**src/chth_pkg.sv**
```systemverilog
// ----------------------------------------------------------------------------
// chth_pkg
// Shared types and constants of the two-way cuckoo hash table.
// ----------------------------------------------------------------------------
package chth_pkg;

   localparam int TABLE_DEPTH  = 1024;
   localparam int KEY_BITS     = 31;
   localparam int IDX_BITS     = $clog2(TABLE_DEPTH);
   localparam int SIZE_BITS    = 11;
   localparam int DISP_BITS    = 12;
   localparam int COUNT_BITS   = 12;
   localparam int WORD_BITS    = KEY_BITS + 1;
   localparam int DIV_CNT_BITS = $clog2(KEY_BITS);

   localparam logic [SIZE_BITS-1:0] SIZE_RESET = SIZE_BITS'(1021);
   localparam logic [DISP_BITS-1:0] DISP_RESET = DISP_BITS'(32);
   localparam logic [SIZE_BITS-1:0] SIZE_MAX   = SIZE_BITS'(TABLE_DEPTH);

   // Register indexes on the configuration port
   localparam logic REG_TABLE_SIZE = 1'b0;
   localparam logic REG_MAX_DISP   = 1'b1;

   typedef enum logic [1:0] {
      OP_SEARCH = 2'd0,
      OP_INSERT = 2'd1,
      OP_DELETE = 2'd2,
      OP_OTHER  = 2'd3
   } op_type;

   typedef enum logic [1:0] {
      ST_OK   = 2'd0,
      ST_MISS = 2'd1,
      ST_DUP  = 2'd2,
      ST_FAIL = 2'd3
   } status_type;

   typedef struct packed {
      op_type               op;
      logic [KEY_BITS-1:0]  key;
   } item_type;

   // Queue head as seen by the back end
   typedef struct packed {
      logic      valid;
      item_type  item;
   } front_out_type;

   // Back end control towards the front end
   typedef struct packed {
      logic pop;
      logic open;
   } back_ctl_type;

endpackage

```
**src/chth_front.sv**
```systemverilog
// ----------------------------------------------------------------------------
// chth_front
// Accepts request beats, folds unknown operations into search and holds
// them in a two-entry queue for the back end.
// ----------------------------------------------------------------------------
module chth_front import chth_pkg::*; (
   input  logic                clock,
   input  logic                reset,
   input  logic                req_valid,
   output logic                req_ready,
   input  logic [1:0]          req_operation,
   input  logic [KEY_BITS-1:0] req_key,
   input  back_ctl_type        back_ctl,
   output front_out_type       front_out
);

   item_type   q_ff [2];
   logic       wr_ptr_ff, wr_ptr_in;
   logic       rd_ptr_ff, rd_ptr_in;
   logic [1:0] cnt_ff, cnt_in;
   logic       push;
   item_type   item_new;

   // Classify the operation
   always_comb begin
      item_new.key = req_key;
      case (req_operation)
         OP_INSERT: item_new.op = OP_INSERT;
         OP_DELETE: item_new.op = OP_DELETE;
         default:   item_new.op = OP_SEARCH;
      endcase
   end

   assign req_ready = back_ctl.open && (cnt_ff != 2'd2);
   assign push      = req_valid && req_ready;

   assign front_out.valid = (cnt_ff != 2'd0);
   assign front_out.item  = q_ff[rd_ptr_ff];

   // Advance pointers and occupancy
   always_comb begin
      wr_ptr_in = push ? ~wr_ptr_ff : wr_ptr_ff;
      rd_ptr_in = back_ctl.pop ? ~rd_ptr_ff : rd_ptr_ff;
      cnt_in    = cnt_ff + 2'(push) - 2'(back_ctl.pop);
   end

   always_ff @(posedge clock) begin
      if (reset) begin
         wr_ptr_ff <= 1'b0;
         rd_ptr_ff <= 1'b0;
         cnt_ff    <= 2'd0;
      end else begin
         wr_ptr_ff <= wr_ptr_in;
         rd_ptr_ff <= rd_ptr_in;
         cnt_ff    <= cnt_in;
      end
   end

   // Store the new beat
   always_ff @(posedge clock) begin
      if (push) begin
         q_ff[wr_ptr_ff] <= item_new;
      end
   end

endmodule

```
**config.mk**
```make
export PLATFORM = sky130hd
export DESIGN_NAME = chth_front
export DESIGN_NICKNAME = d
export VERILOG_FILES = /design/src/chth_pkg.sv /design/src/chth_front.sv
export SDC_FILE = /design/constraint.sdc
export NUM_CORES = 1
export LEC_CHECK = 0
export ABC_CLOCK_PERIOD_IN_PS = 3500
export BUFFER_PORTS_ARGS = -buffer_cell sky130_fd_sc_hd__buf_2
export CAP_MARGIN = 20
export CORE_MARGIN = 2
export CORE_UTILIZATION = 56
export CTS_BUF_LIST = sky130_fd_sc_hd__clkbuf_16
export CTS_CLUSTER_DIAMETER = 100
export CTS_CLUSTER_SIZE = 30
export DETAILED_ROUTE_END_ITERATION = 8
export HOLD_SLACK_MARGIN = 0.15
export PLACE_DENSITY_LB_ADDON = 0.08
export REMOVE_ABC_BUFFERS = 1
export SLEW_MARGIN = 25
export SYNTH_ARGS = -nofsm -noshare
export SYNTH_HDL_FRONTEND = slang
export SYNTH_SLANG_ARGS = --single-unit
```
**constraint.sdc**
```tcl
create_clock -name clock -period 3.5 [get_ports clock]
set_input_delay 0.525 -clock clock [delete_from_list [all_inputs] [get_ports clock]]
set_output_delay 0.525 -clock clock [all_outputs]
set_load 0.05 [all_outputs]
```
==> metrics.cfg <==
[placed_design]
dp_hpwl_mm=3.04
place.gp.congestion=0.634
placed_cells=266
port_buffers=72

[cells_and_area]
diodes=0
fin_cells=281
syn_to_final_growth_pct=24.0
final_net_count=250
drive_gt1_share_pct=58.4
fill_cells=325

[route]
detail-route-antenna-nets=0
drt_iter0_markers=44
dr.pass1.iters=4
vias_per_cell=4.93
routed_wl_mm=4.38
via_count=1385
route.detailed.drc=0
wl_per_cell_um=15.6

[setup_path]
worst-path-stages=3
critPathBufInv=2
cp-start-kind=flip-flop
cp_max_fo=18
worst_path_max_delay_cell=dfxtp_2
crit_type=reg2out
cp.required_ns=2.97
cp-end-kind=output port
cp_top_family=flip-flops
r2r_end=q_ff[0][1]
worstPathArrival_ns=1.96
reg2reg_from=cnt_ff[0]
crit_chain=buf_4 > mux2_2 > buf_2
reg2reg_depth=3
max_stage_delay_ns=0.63
r2r_slack_ns=1.74

[sta]
drv_slew=0
rsz0062_at_grt=false
fin_crit_sh_pct=71.0
clock_skew_ns=0.00528
fin_crit_ns=2.49
setup_tns_ns=0
slew_headroom_pct=37.7
setup_viol=0
max_freq_mhz=402
tightest_slew_ns=0.933
hold_viol_final=0

[yosys]
netlist_area_um2=2790
yosysUniqueCellTypes=18
synth_area_leaders=edfxtp_1 (71%), mux2_4 (17%), dfxtp_1 (3.6%)
ys_ff_latch=71
yosysMostFrequentCell=edfxtp_1
synthTopCellsByCount=edfxtp_1 (66), mux2_4 (31), dfxtp_1 (5), nor2_1 (5), nor2b_1 (4)
synth_area_per_cell_um2=21.5
synth_top_cell_by_area=edfxtp_1
synth_top_cell_area_share_pct=71.1
ys_seq_area_share_pct=74.7
synthCells=130
synth_edf_count=66
ys_warn_count=0
ys.flop_type=edfxtp_1
async_flop_share_pct=0

[hold_path]
holdPathEnd=q_ff[0][16]
hold_path.class=in2reg
hold_path_depth=1
hold_start=req_key[16]

[power_and_ir_drop]
p_clk_share_pct=38.4
p_int_uw=1630
p_seq_share_pct=45.8
swShare_pct=25.3
switchingPower_uw=554
p_comb_share_pct=15.9
irDropWorstVdd_mv=0.382
power_density_nw_per_um2=633
p_leak_uw=0.00139

[clock_tree]
cts-root-buf=clkbuf_16
clkSlewWorstSetupHoldPaths_ns=0.05
clk_latency_ns=0.32
cts_resized=0
clockBufferDepth=2
cts_hold_buf=0
cts_sinks=71
postCtsSetupBuffers=0
cts_tree=done
cts_max_level=3
cts_inserted_buffers=9

[run]
maxCapViolations=0

[global_route]
grt_pass1_vias=1387
gr-usage-all-layers_pct=16.9
grt_max_degree=34
grt_remaining_overflow=0
grt_pass1_wl_mm=6.49
antenna_found_initial=0

[die]
die_w_um=74.6
fp-row-count=25
die_h_um=74.6
core_um2=4750
start_util_pct=58.7
dieArea_um2=5560
ios=73

[outcome]
status=completed

==> logic make-up after synthesis <==
| group | after synthesis | share of synthesized area (%) |
|---|---|---|
| flops | 71 | 74.7 |
| fa+ha+maj | 2 | 0.897 |
| xor+xnor | 2 | 0.628 |
| buf+inv | 5 | 2.69 |
| mux | 34 | 17.9 |
| simple gates | 16 | 3.23 |
==> how the worst max path moves through the flow <==
stage / startpoint / to / slack (ns)
global placement: flip-flop / front_out[1] / 1.36
global route: flip-flop / front_out[1] / 0.90
detailed placement: flip-flop / front_out[1] / 1.33
CTS: flip-flop / front_out[1] / 0.98
finish: flip-flop / front_out[1] / 1.01
floorplan: flip-flop / front_out[0] / 1.04
==> cell type report <==
class | instances | area [µm²] | share of cell area [%]
clock buffer | 9 | 225 | 6.51
clock inverter | 6 | 52.6 | 1.52
inverter | 1 | 3.75 | 0.109
multi-input combinational | 54 | 641 | 18.5
sequential | 71 | 2080 | 60.3
tap | 67 | 83.8 | 2.42
timing repair buffer | 73 | 368 | 10.6
==> cell usage in the layout (no fill, tap or decap), drive strengths merged <==
cell type,n
and2,2
and3,1
buf,73
bufinv,1
clkbuf,9
clkinv,5
dfxtp,5
edfxtp,66
ha,2
inv,1
mux2,34
nand2b,1
nand3,1
nor2,5
nor2b,4
nor3,1
or2,1
xnor2,1
xor2,1
==> per-stage QoR <==
stage / hold slack, ns / cell area, µm² / worst slack (ns) / util [%] / total power [µW]
after floorplan: 0.480 / 2720 / 1.04 / - / 1290
after detailed placement: 0.543 / 3180 / 1.33 / 66.9 / 1370
after CTS: 0.381 / 3460 / 0.980 / 72.7 / 2200
after global routing: 0.386 / 3460 / 0.898 / 72.7 / 2260
final: 0.390 / 3460 / 1.01 / 72.7 / 2190
after global placement: 0.499 / 3180 / 1.36 / 66.9 / 1360
==> power by group through the flow <==
stage / combinational [µW] / clock, µW / sequential [µW]
after floorplan: 267 / 0 / 1020
after CTS: 351 / 850 / 1000
after detailed placement: 349 / 0 / 1020
final: 347 / 840 / 1000
after global routing: 365 / 885 / 1010
after global placement: 341 / 0 / 1010
==> sequential cells by signal, indices dropped and copies added, names as in the netlist, named ones only <==
| name | flops |
|---|---|
| q_ff | 66 |
| wr_ptr_ff | 1 |
| rd_ptr_ff | 1 |
| cnt_ff | 2 |
==> routing by layer <==
layer | global-route usage, % | vias to the layer above | part of all wire [%]
met2 | 28.8 | 54 | 53
li1 | - | 656 | -
met4 | 11.3 | 0 | 2.2
met1 | 18.5 | 660 | 38
met3 | 4.61 | 15 | 6.8
met5 | 0 | - | 0
Note: power is estimated with default switching activity, not from simulation.
